--- src/rtl/spjq_pkg.sv ---
`timescale 1ns / 1ps

package spjq_pkg;

  // default number of job slots
  localparam int unsigned QueueDepth = 16;

  // field widths
  localparam int unsigned UserW   = 8;
  localparam int unsigned PriW    = 4;
  localparam int unsigned EntryW  = UserW + PriW;
  localparam int unsigned StatusW = 2;
  localparam int unsigned OccW    = 5;

  // result status codes
  localparam logic [StatusW-1:0] StAdded  = 2'd0;
  localparam logic [StatusW-1:0] StServed = 2'd1;
  localparam logic [StatusW-1:0] StEmpty  = 2'd2;
  localparam logic [StatusW-1:0] StFull   = 2'd3;

  // input command codes
  localparam logic CmdAdd   = 1'b0;
  localparam logic CmdServe = 1'b1;

  // controller to datapath commands
  typedef struct packed {
    logic take;
    logic scan_rd;
    logic shift_init;
    logic shift_rd;
    logic finish;
    logic load_out;
  } cmd_t;

  // datapath to controller status
  typedef struct packed {
    logic serve_go;
    logic scan_last;
    logic shift_more;
    logic out_free;
  } sts_t;

endpackage

--- src/rtl/spjq_ctrl.sv ---
`timescale 1ns / 1ps

module spjq_ctrl (
  input  logic              clk_i,
  input  logic              rst_ni,
  input  logic              in_valid_i,
  output logic              in_ready_o,
  input  spjq_pkg::sts_t    sts_i,
  output spjq_pkg::cmd_t    cmd_o
);
  import spjq_pkg::*;

  typedef enum logic [2:0] {
    Idle,
    Scan,
    ScanTail,
    ShiftInit,
    Shift,
    Result
  } state_e;

  state_e state_q, state_d;
  logic   rdy_q;

  // next state and command decode
  always_comb begin
    state_d = state_q;
    cmd_o   = '0;
    case (state_q)
      Idle: begin
        if (in_valid_i && rdy_q) begin
          cmd_o.take = 1'b1;
          state_d    = sts_i.serve_go ? Scan : Result;
        end
      end
      Scan: begin
        cmd_o.scan_rd = 1'b1;
        if (sts_i.scan_last) begin
          state_d = ScanTail;
        end
      end
      ScanTail: begin
        state_d = ShiftInit;
      end
      ShiftInit: begin
        cmd_o.shift_init = 1'b1;
        state_d          = Shift;
      end
      Shift: begin
        if (sts_i.shift_more) begin
          cmd_o.shift_rd = 1'b1;
        end else begin
          cmd_o.finish = 1'b1;
          state_d      = Result;
        end
      end
      Result: begin
        if (sts_i.out_free) begin
          cmd_o.load_out = 1'b1;
          state_d        = Idle;
        end
      end
      default: begin
        state_d = Idle;
      end
    endcase
  end

  // state and registered ready
  always_ff @(posedge clk_i or negedge rst_ni) begin
    if (!rst_ni) begin
      state_q <= Idle;
      rdy_q   <= 1'b0;
    end else begin
      state_q <= state_d;
      rdy_q   <= (state_d == Idle);
    end
  end

  assign in_ready_o = rdy_q;

endmodule

--- src/rtl/spjq_dp.sv ---
`timescale 1ns / 1ps

module spjq_dp #(
  parameter int unsigned QUEUE_DEPTH = spjq_pkg::QueueDepth
) (
  input  logic                          clk_i,
  input  logic                          rst_ni,
  input  spjq_pkg::cmd_t                cmd_i,
  output spjq_pkg::sts_t                sts_o,
  input  logic                          in_cmd_i,
  input  logic [spjq_pkg::UserW-1:0]    in_user_i,
  input  logic [spjq_pkg::PriW-1:0]     in_pri_i,
  input  logic                          out_ready_i,
  output logic                          out_valid_o,
  output logic [spjq_pkg::StatusW-1:0]  out_status_o,
  output logic [spjq_pkg::UserW-1:0]    out_user_o,
  output logic [spjq_pkg::PriW-1:0]     out_pri_o,
  output logic [spjq_pkg::OccW-1:0]     out_occ_o
);
  import spjq_pkg::*;

  localparam int unsigned IW = (QUEUE_DEPTH > 1) ? $clog2(QUEUE_DEPTH) : 1;
  localparam int unsigned CW = $clog2(QUEUE_DEPTH + 1);
  localparam logic [CW-1:0] Full = CW'(QUEUE_DEPTH);

  // job store, arrival order from slot zero up
  logic [EntryW-1:0] mem [QUEUE_DEPTH];
  logic [EntryW-1:0] rdata_q;

  logic [CW-1:0]     count_q;
  logic [CW-1:0]     ptr_q;
  logic              rdv_q;
  logic [IW-1:0]     rd_idx_q;
  logic              shift_mode_q;
  logic [IW-1:0]     best_idx_q;
  logic [EntryW-1:0] best_ent_q;

  logic [StatusW-1:0] pend_st_q;
  logic [UserW-1:0]   pend_user_q;
  logic [PriW-1:0]    pend_pri_q;

  logic              out_valid_q;
  logic [StatusW-1:0] out_st_q;
  logic [UserW-1:0]  out_user_q;
  logic [PriW-1:0]   out_pri_q;
  logic [OccW-1:0]   out_occ_q;

  logic              is_full;
  logic              is_empty;
  logic              add_we;
  logic              shift_we;
  logic              mem_we;
  logic [IW-1:0]     waddr;
  logic [EntryW-1:0] wdata;
  logic              mem_re;
  logic              better;

  assign is_full  = (count_q == Full);
  assign is_empty = (count_q == '0);

  // write port: append on add, move down by one during compaction
  assign add_we   = cmd_i.take && (in_cmd_i == CmdAdd) && !is_full;
  assign shift_we = rdv_q && shift_mode_q;
  assign mem_we   = add_we || shift_we;
  assign waddr    = add_we ? count_q[IW-1:0] : (rd_idx_q - 1'b1);
  assign wdata    = add_we ? {in_user_i, in_pri_i} : rdata_q;
  assign mem_re   = cmd_i.scan_rd || cmd_i.shift_rd;

  always_ff @(posedge clk_i) begin
    if (mem_we) begin
      mem[waddr] <= wdata;
    end
    if (mem_re) begin
      rdata_q <= mem[ptr_q[IW-1:0]];
    end
  end

  // strict less-than keeps the earliest job among equal priorities
  assign better = (rd_idx_q == '0) || (rdata_q[PriW-1:0] < best_ent_q[PriW-1:0]);

  always_ff @(posedge clk_i) begin
    if (mem_re) begin
      rd_idx_q <= ptr_q[IW-1:0];
    end
    if (rdv_q && !shift_mode_q && better) begin
      best_idx_q <= rd_idx_q;
      best_ent_q <= rdata_q;
    end
  end

  // count, scan pointer and read tracking
  always_ff @(posedge clk_i or negedge rst_ni) begin
    if (!rst_ni) begin
      count_q      <= '0;
      ptr_q        <= '0;
      rdv_q        <= 1'b0;
      shift_mode_q <= 1'b0;
    end else begin
      rdv_q <= mem_re;
      if (add_we) begin
        count_q <= count_q + 1'b1;
      end else if (cmd_i.finish) begin
        count_q <= count_q - 1'b1;
      end
      if (cmd_i.take) begin
        ptr_q <= '0;
      end else if (cmd_i.shift_init) begin
        ptr_q <= CW'(best_idx_q) + 1'b1;
      end else if (mem_re) begin
        ptr_q <= ptr_q + 1'b1;
      end
      if (cmd_i.shift_init) begin
        shift_mode_q <= 1'b1;
      end else if (cmd_i.finish) begin
        shift_mode_q <= 1'b0;
      end
    end
  end

  // pending result
  always_ff @(posedge clk_i) begin
    if (cmd_i.take) begin
      pend_user_q <= '0;
      pend_pri_q  <= '0;
      if (in_cmd_i == CmdAdd) begin
        pend_st_q <= is_full ? StFull : StAdded;
      end else begin
        pend_st_q <= StEmpty;
      end
    end else if (cmd_i.finish) begin
      pend_st_q   <= StServed;
      pend_user_q <= best_ent_q[EntryW-1:PriW];
      pend_pri_q  <= best_ent_q[PriW-1:0];
    end
  end

  // output register
  always_ff @(posedge clk_i or negedge rst_ni) begin
    if (!rst_ni) begin
      out_valid_q <= 1'b0;
    end else if (cmd_i.load_out) begin
      out_valid_q <= 1'b1;
    end else if (out_ready_i) begin
      out_valid_q <= 1'b0;
    end
  end

  always_ff @(posedge clk_i) begin
    if (cmd_i.load_out) begin
      out_st_q   <= pend_st_q;
      out_user_q <= pend_user_q;
      out_pri_q  <= pend_pri_q;
      out_occ_q  <= OccW'(count_q);
    end
  end

  assign out_valid_o  = out_valid_q;
  assign out_status_o = out_st_q;
  assign out_user_o   = out_user_q;
  assign out_pri_o    = out_pri_q;
  assign out_occ_o    = out_occ_q;

  // status to controller
  assign sts_o.serve_go   = (in_cmd_i == CmdServe) && !is_empty;
  assign sts_o.scan_last  = (ptr_q == count_q - 1'b1);
  assign sts_o.shift_more = (ptr_q < count_q);
  assign sts_o.out_free   = !out_valid_q || out_ready_i;

  // checks
  a_count_bound: assert property (@(posedge clk_i) disable iff (!rst_ni)
    count_q <= Full)
    else $error("job count above depth");

  a_one_writer: assert property (@(posedge clk_i) disable iff (!rst_ni)
    !(add_we && shift_we))
    else $error("append and compaction write in the same cycle");

  a_finish_dec: assert property (@(posedge clk_i) disable iff (!rst_ni)
    cmd_i.finish |=> (count_q == $past(count_q) - 1'b1))
    else $error("serve did not remove exactly one job");

  a_scan_range: assert property (@(posedge clk_i) disable iff (!rst_ni)
    (rdv_q && !shift_mode_q) |-> (CW'(rd_idx_q) < count_q))
    else $error("scan read beyond waiting jobs");

endmodule

--- src/rtl/stable_priority_job_queue_unit.sv ---
`timescale 1ns / 1ps
// add, dropped add or empty serve: Idle takes the input beat, Result loads the output register
// serve with waiting jobs: one serial scan of the job store, then one compaction pass
// over the slots after the winner, one slot a cycle
// one job in flight; next input beat taken in the cycle after the result is registered
// reset: asynchronous active low; count and handshake cleared, store contents left as is

module stable_priority_job_queue_unit #(
  parameter int unsigned QUEUE_DEPTH = spjq_pkg::QueueDepth
) (
  input  logic        clk_i,
  input  logic        rst_ni,
  input  logic        s_axis_tvalid_i,
  output logic        s_axis_tready_o,
  input  logic [15:0] s_axis_tdata_i,   // user_id[7:0], priority_req[11:8], zero pad
  input  logic        s_axis_tuser_i,   // command[0]
  output logic        m_axis_tvalid_o,
  input  logic        m_axis_tready_i,
  output logic [23:0] m_axis_tdata_o,   // served_user[7:0], served_priority[11:8],
                                        // occupancy[16:12], zero pad
  output logic [1:0]  m_axis_tuser_o    // status[1:0]
);
  import spjq_pkg::*;

  cmd_t cmd;
  sts_t sts;

  logic [UserW-1:0] out_user;
  logic [PriW-1:0]  out_pri;
  logic [OccW-1:0]  out_occ;

  spjq_ctrl u_ctrl (
    .clk_i      (clk_i),
    .rst_ni     (rst_ni),
    .in_valid_i (s_axis_tvalid_i),
    .in_ready_o (s_axis_tready_o),
    .sts_i      (sts),
    .cmd_o      (cmd)
  );

  spjq_dp #(
    .QUEUE_DEPTH (QUEUE_DEPTH)
  ) u_dp (
    .clk_i        (clk_i),
    .rst_ni       (rst_ni),
    .cmd_i        (cmd),
    .sts_o        (sts),
    .in_cmd_i     (s_axis_tuser_i),
    .in_user_i    (s_axis_tdata_i[7:0]),
    .in_pri_i     (s_axis_tdata_i[11:8]),
    .out_ready_i  (m_axis_tready_i),
    .out_valid_o  (m_axis_tvalid_o),
    .out_status_o (m_axis_tuser_o),
    .out_user_o   (out_user),
    .out_pri_o    (out_pri),
    .out_occ_o    (out_occ)
  );

  // pack result beat
  assign m_axis_tdata_o = {7'd0, out_occ, out_pri, out_user};

endmodule
--- config.mk ---
export PLATFORM = sky130hd
export DESIGN_NAME = stable_priority_job_queue_unit
export DESIGN_NICKNAME = d
export VERILOG_FILES = /design/src/rtl/spjq_pkg.sv /design/src/rtl/spjq_ctrl.sv /design/src/rtl/spjq_dp.sv /design/src/rtl/stable_priority_job_queue_unit.sv
export SDC_FILE = /design/constraint.sdc
export NUM_CORES = 1
export LEC_CHECK = 0
export BUFFER_PORTS_ARGS = -buffer_cell sky130_fd_sc_hd__buf_2
export CAP_MARGIN = 5
export CORE_ASPECT_RATIO = 1.2
export CORE_UTILIZATION = 50
export DETAILED_ROUTE_END_ITERATION = 12
export MAX_ROUTING_LAYER = met4
export PLACE_DENSITY = 0.65
export SETUP_SLACK_MARGIN = 0.3
export SYNTH_ARGS = -nofsm -noshare
export SYNTH_HDL_FRONTEND = slang
export SYNTH_SLANG_ARGS = --single-unit
--- constraint.sdc ---
create_clock -name clk_i -period 5.65 [get_ports clk_i]
set_input_delay 0.2825 -clock clk_i [delete_from_list [all_inputs] [get_ports clk_i]]
set_output_delay 0.2825 -clock clk_i [all_outputs]
set_load 0.01 [all_outputs]
==> metrics.md <==
| Metric | Value |
|---|---|
| Crit. End Element | `register` |
| Synth top area share | `0.663` |
| Routed WL | `20.4 mm` |
| Top post-synthesis cells by area | `edfxtp_1 (66%), mux4_2 (12%), dfrtp_1 (3.8%)` |
| Drt pass-1 iters | `5` |
| Req. time, crit path | `5780 ps` |
| Skew final | `17.9 ps` |
| Synth unique cells | `60` |
| Number of fill cells | `1,672` |
| Worst Hold Class | `in2reg` |
| Drt wl/cell | `21.3 um` |
| Syn Area/Cell | `18.0 um^2` |
| Crit path launch type | `register` |
| Max Cap Viol | `0` |
| Fraction of layout cells with a size suffix above 1 | `0.225` |
| Status | `complete, no violations` |
| DRC | `0` |
| Port Buf Inserts | `37` |
| Setup CP Type | `reg2reg` |
| Chip width | `138 um` |
| Number of global-route vias before repair | `5,652` |
| TritonCTS Buffers | `26` |
| Dominant synthesized flop cell | `edfxtp_1` |
| P_sw | `2.09 mW` |
| H-tree depth | `1` |
| Chip height | `165 um` |
| Post-Synthesis Cells | `617` |
| Detailed-route via count | `5,542` |
| DP HPWL | `13.4 mm` |
| Final Hold Fails | `0` |
| Core footprint | `21,700 um^2` |
| Remaining Overflow, GRT | `0` |
| Skew-Pair Late Insertion Delay | `530 ps` |
| Worst setup margin | `2160 ps` |
| Sequential fraction of the synthesis area | `0.723` |
| Total GRT Usage | `0.191` |
| DR vias/cell | `5.81` |
| Synth Register Bits | `274` |
| Initial antenna violation count | `0` |
| Post-CTS Resized | `0` |
| Synthesized cell area | `11,100 um^2` |
| Hold_ws | `96.7 ps` |
| Pint | `4.57 mW` |
| CTS tree | `yes` |
| Row count | `59` |
| Setup Buffers After CTS | `0` |
| CTS Sinks | `274` |
| First-pass GRT wire length | `31.5 mm` |
| Yosys top cell by area | `edfxtp_1` |
| Final period utilization | `0.617` |
| Final setup violating endpoints | `0` |
| Max-slew violation count | `0` |
| Critical path arrival | `3620 ps` |
| Root buf cell | `clkbuf_16` |
| Initial Util | `0.511` |
| Iteration-0 DRC Markers | `364` |
| Routed Antenna Nets | `0` |
| Nets | `698` |
| Sw frac | `0.313` |
| Tot Pwr | `6.66 mW` |
| Fin Setup TNS | `0 ps` |
| Commonest cells after routing, fill and taps aside | `edfxtp_1 (245), mux4_2 (60), nand2_1 (53)` |
| I/O pin count | `49` |
| Clock Path Buffers | `3` |
| Worst-path clk slew | `60 ps` |
| Number of flops mapped to enable cells by yosys | `245` |
| Diode count | `0` |
| Maximum vdd drop | `0.339 mV` |
| F_max | `0.287 GHz` |
| Post-cts hold buffer count | `1` |
| Sequential power share | `0.486` |
| Dpl ws | `2160 ps` |
| Commonest non-fill, non-tap cell in the layout | `edfxtp_1` |
| Comb power frac | `0.274` |
| Power Dens Cells | `540 nW/um^2` |
| Synth async-reset ratio | `0.0620` |
| Leak | `4.24 nW` |
| Die area | `22,800 um^2` |
| Critical Path Fanout Max | `26` |
| YS warnings | `0` |
| Clock share of power | `0.240` |
| Unrepaired setup endpoints after global routing | `no` |
| Slew @ Worst Pin | `1300 ps` |
| Final Critical Period | `3490 ps` |
| Area delta synth->final | `11.2%` |
| Slew HR | `0.132` |
| Final GP Congestion | `0.873` |
| Largest net degree at the start of global routing | `55` |
-- sequential cells by signal, summed over array words and instances, names as in the netlist --
register,flops
u_dp.rdv_q,1
u_dp.out_occ_o,5
u_dp.pend_pri_q,4
u_dp.count_q,5
u_dp.out_valid_o,1
u_dp.pend_user_q,8
u_ctrl.in_ready_o,1
u_dp.shift_mode_q,1
u_dp.rdata_q,12
u_dp.out_pri_o,4
u_dp.pend_st_q,2
u_ctrl.state_q,3
u_dp.out_user_o,8
u_dp.ptr_q,5
u_dp.rd_idx_q,4
u_dp.out_status_o,2
u_dp.best_idx_q,4
u_dp.best_ent_q,12
u_dp.mem,192
-- layout make-up --
type                    instances  area, um^2  share of cell area
flip-flops and latches        274        8030               0.651
clock buffers                  30         666              0.0540
clock inverters                15         111             0.00903
multi-input cells             298        2860               0.232
repair buffers                 47         267              0.0216
well taps                     274         343              0.0278
inverters                      16        60.1             0.00487
-- per-layer routing --
layer	up-vias	GRT usage	routed length [um]
li1	2509	-	-
met1	2838	0.244	8430
met2	163	0.317	10400
met3	32	0.0324	1170
met4	0	0.0534	403
met5	-	-	0
-- cells by family after synthesis --
group,Yosys count,share of synthesized area
other,1,0.000338
AO/OA/AOI/OAI,58,0.0360
buffers and inverters,51,0.0226
AND/OR/NAND/NOR,133,0.0579
XOR/XNOR,13,0.0103
multiplexers,73,0.134
adder cells (fa/ha/maj),14,0.0158
flip-flops,274,0.723
-- power by group through the flow --
| stage | Combinational, mW | Clock [mW] | Sequential (mW) |
|---|---|---|---|
| 5_1_grt | 2.00 | 1.71 | 3.30 |
| 6_report | 1.83 | 1.60 | 3.24 |
| 3_3_place_gp | 1.76 | 0 | 3.27 |
| 2_1_floorplan | 1.49 | 0 | 3.07 |
| 3_5_place_dp | 1.83 | 0 | 3.29 |
| 4_1_cts | 1.84 | 1.62 | 3.25 |
-- cell usage after synthesis (3+ instances only) --
cell type	n
nor3_1	4
o211ai_1	4
buf_4	9
a31oi_1	8
nand2_1	53
nand2b_1	5
a211oi_1	3
nand3_1	8
ha_1	14
mux4_2	60
edfxtp_1	245
dfrtp_1	17
clkbuf_1	11
buf_2	14
inv_1	16
mux2i_1	12
nor2_1	38
dfxtp_1	12
o31ai_1	3
o21a_1	3
nand3b_1	4
o21ai_0	10
a21oi_1	7
xnor2_1	11
-- final timing paths --
check | from | end | slack, ps | cells past startpoint
worst max-delay path | u_dp.count_q[1] | u_dp.mem[4][0] | 2160 | 8
worst min-delay path | m_axis_tready_i | u_dp.out_valid_o | 100 | 3
worst max register to register | u_dp.count_q[1] | u_dp.mem[4][0] | 2160 | 8
worst min register to register | u_dp.pend_st_q[0] | u_dp.out_status_o[0] | 430 | 0
max in group asynchronous | rst_ni | u_dp.ptr_q[0] | 5090 | 2
min in group asynchronous | rst_ni | u_ctrl.state_q[2] | 230 | 2
-- critical path: stages, from the launching register on --
cell and delay, ps:
dfrtp_1 490, inv_1 220, ha_1 220, nand4bb_1 210, nor4b_4 200, buf_4 240
nor4b_1 310, a31oi_1 170, nor2_1 1040
-- per-stage QoR --
step / instances / cell area (um^2) / util
3_5_place_dp: 907 / 11500 / 0.531
2_1_floorplan: 623 / 11100 / -
6_report: 954 / 12300 / 0.568
5_1_grt: 954 / 12300 / 0.568
3_3_place_gp: 907 / 11500 / 0.531
4_1_cts: 953 / 12300 / 0.568
No activity file was read; power rests on OpenSTA's default activity.
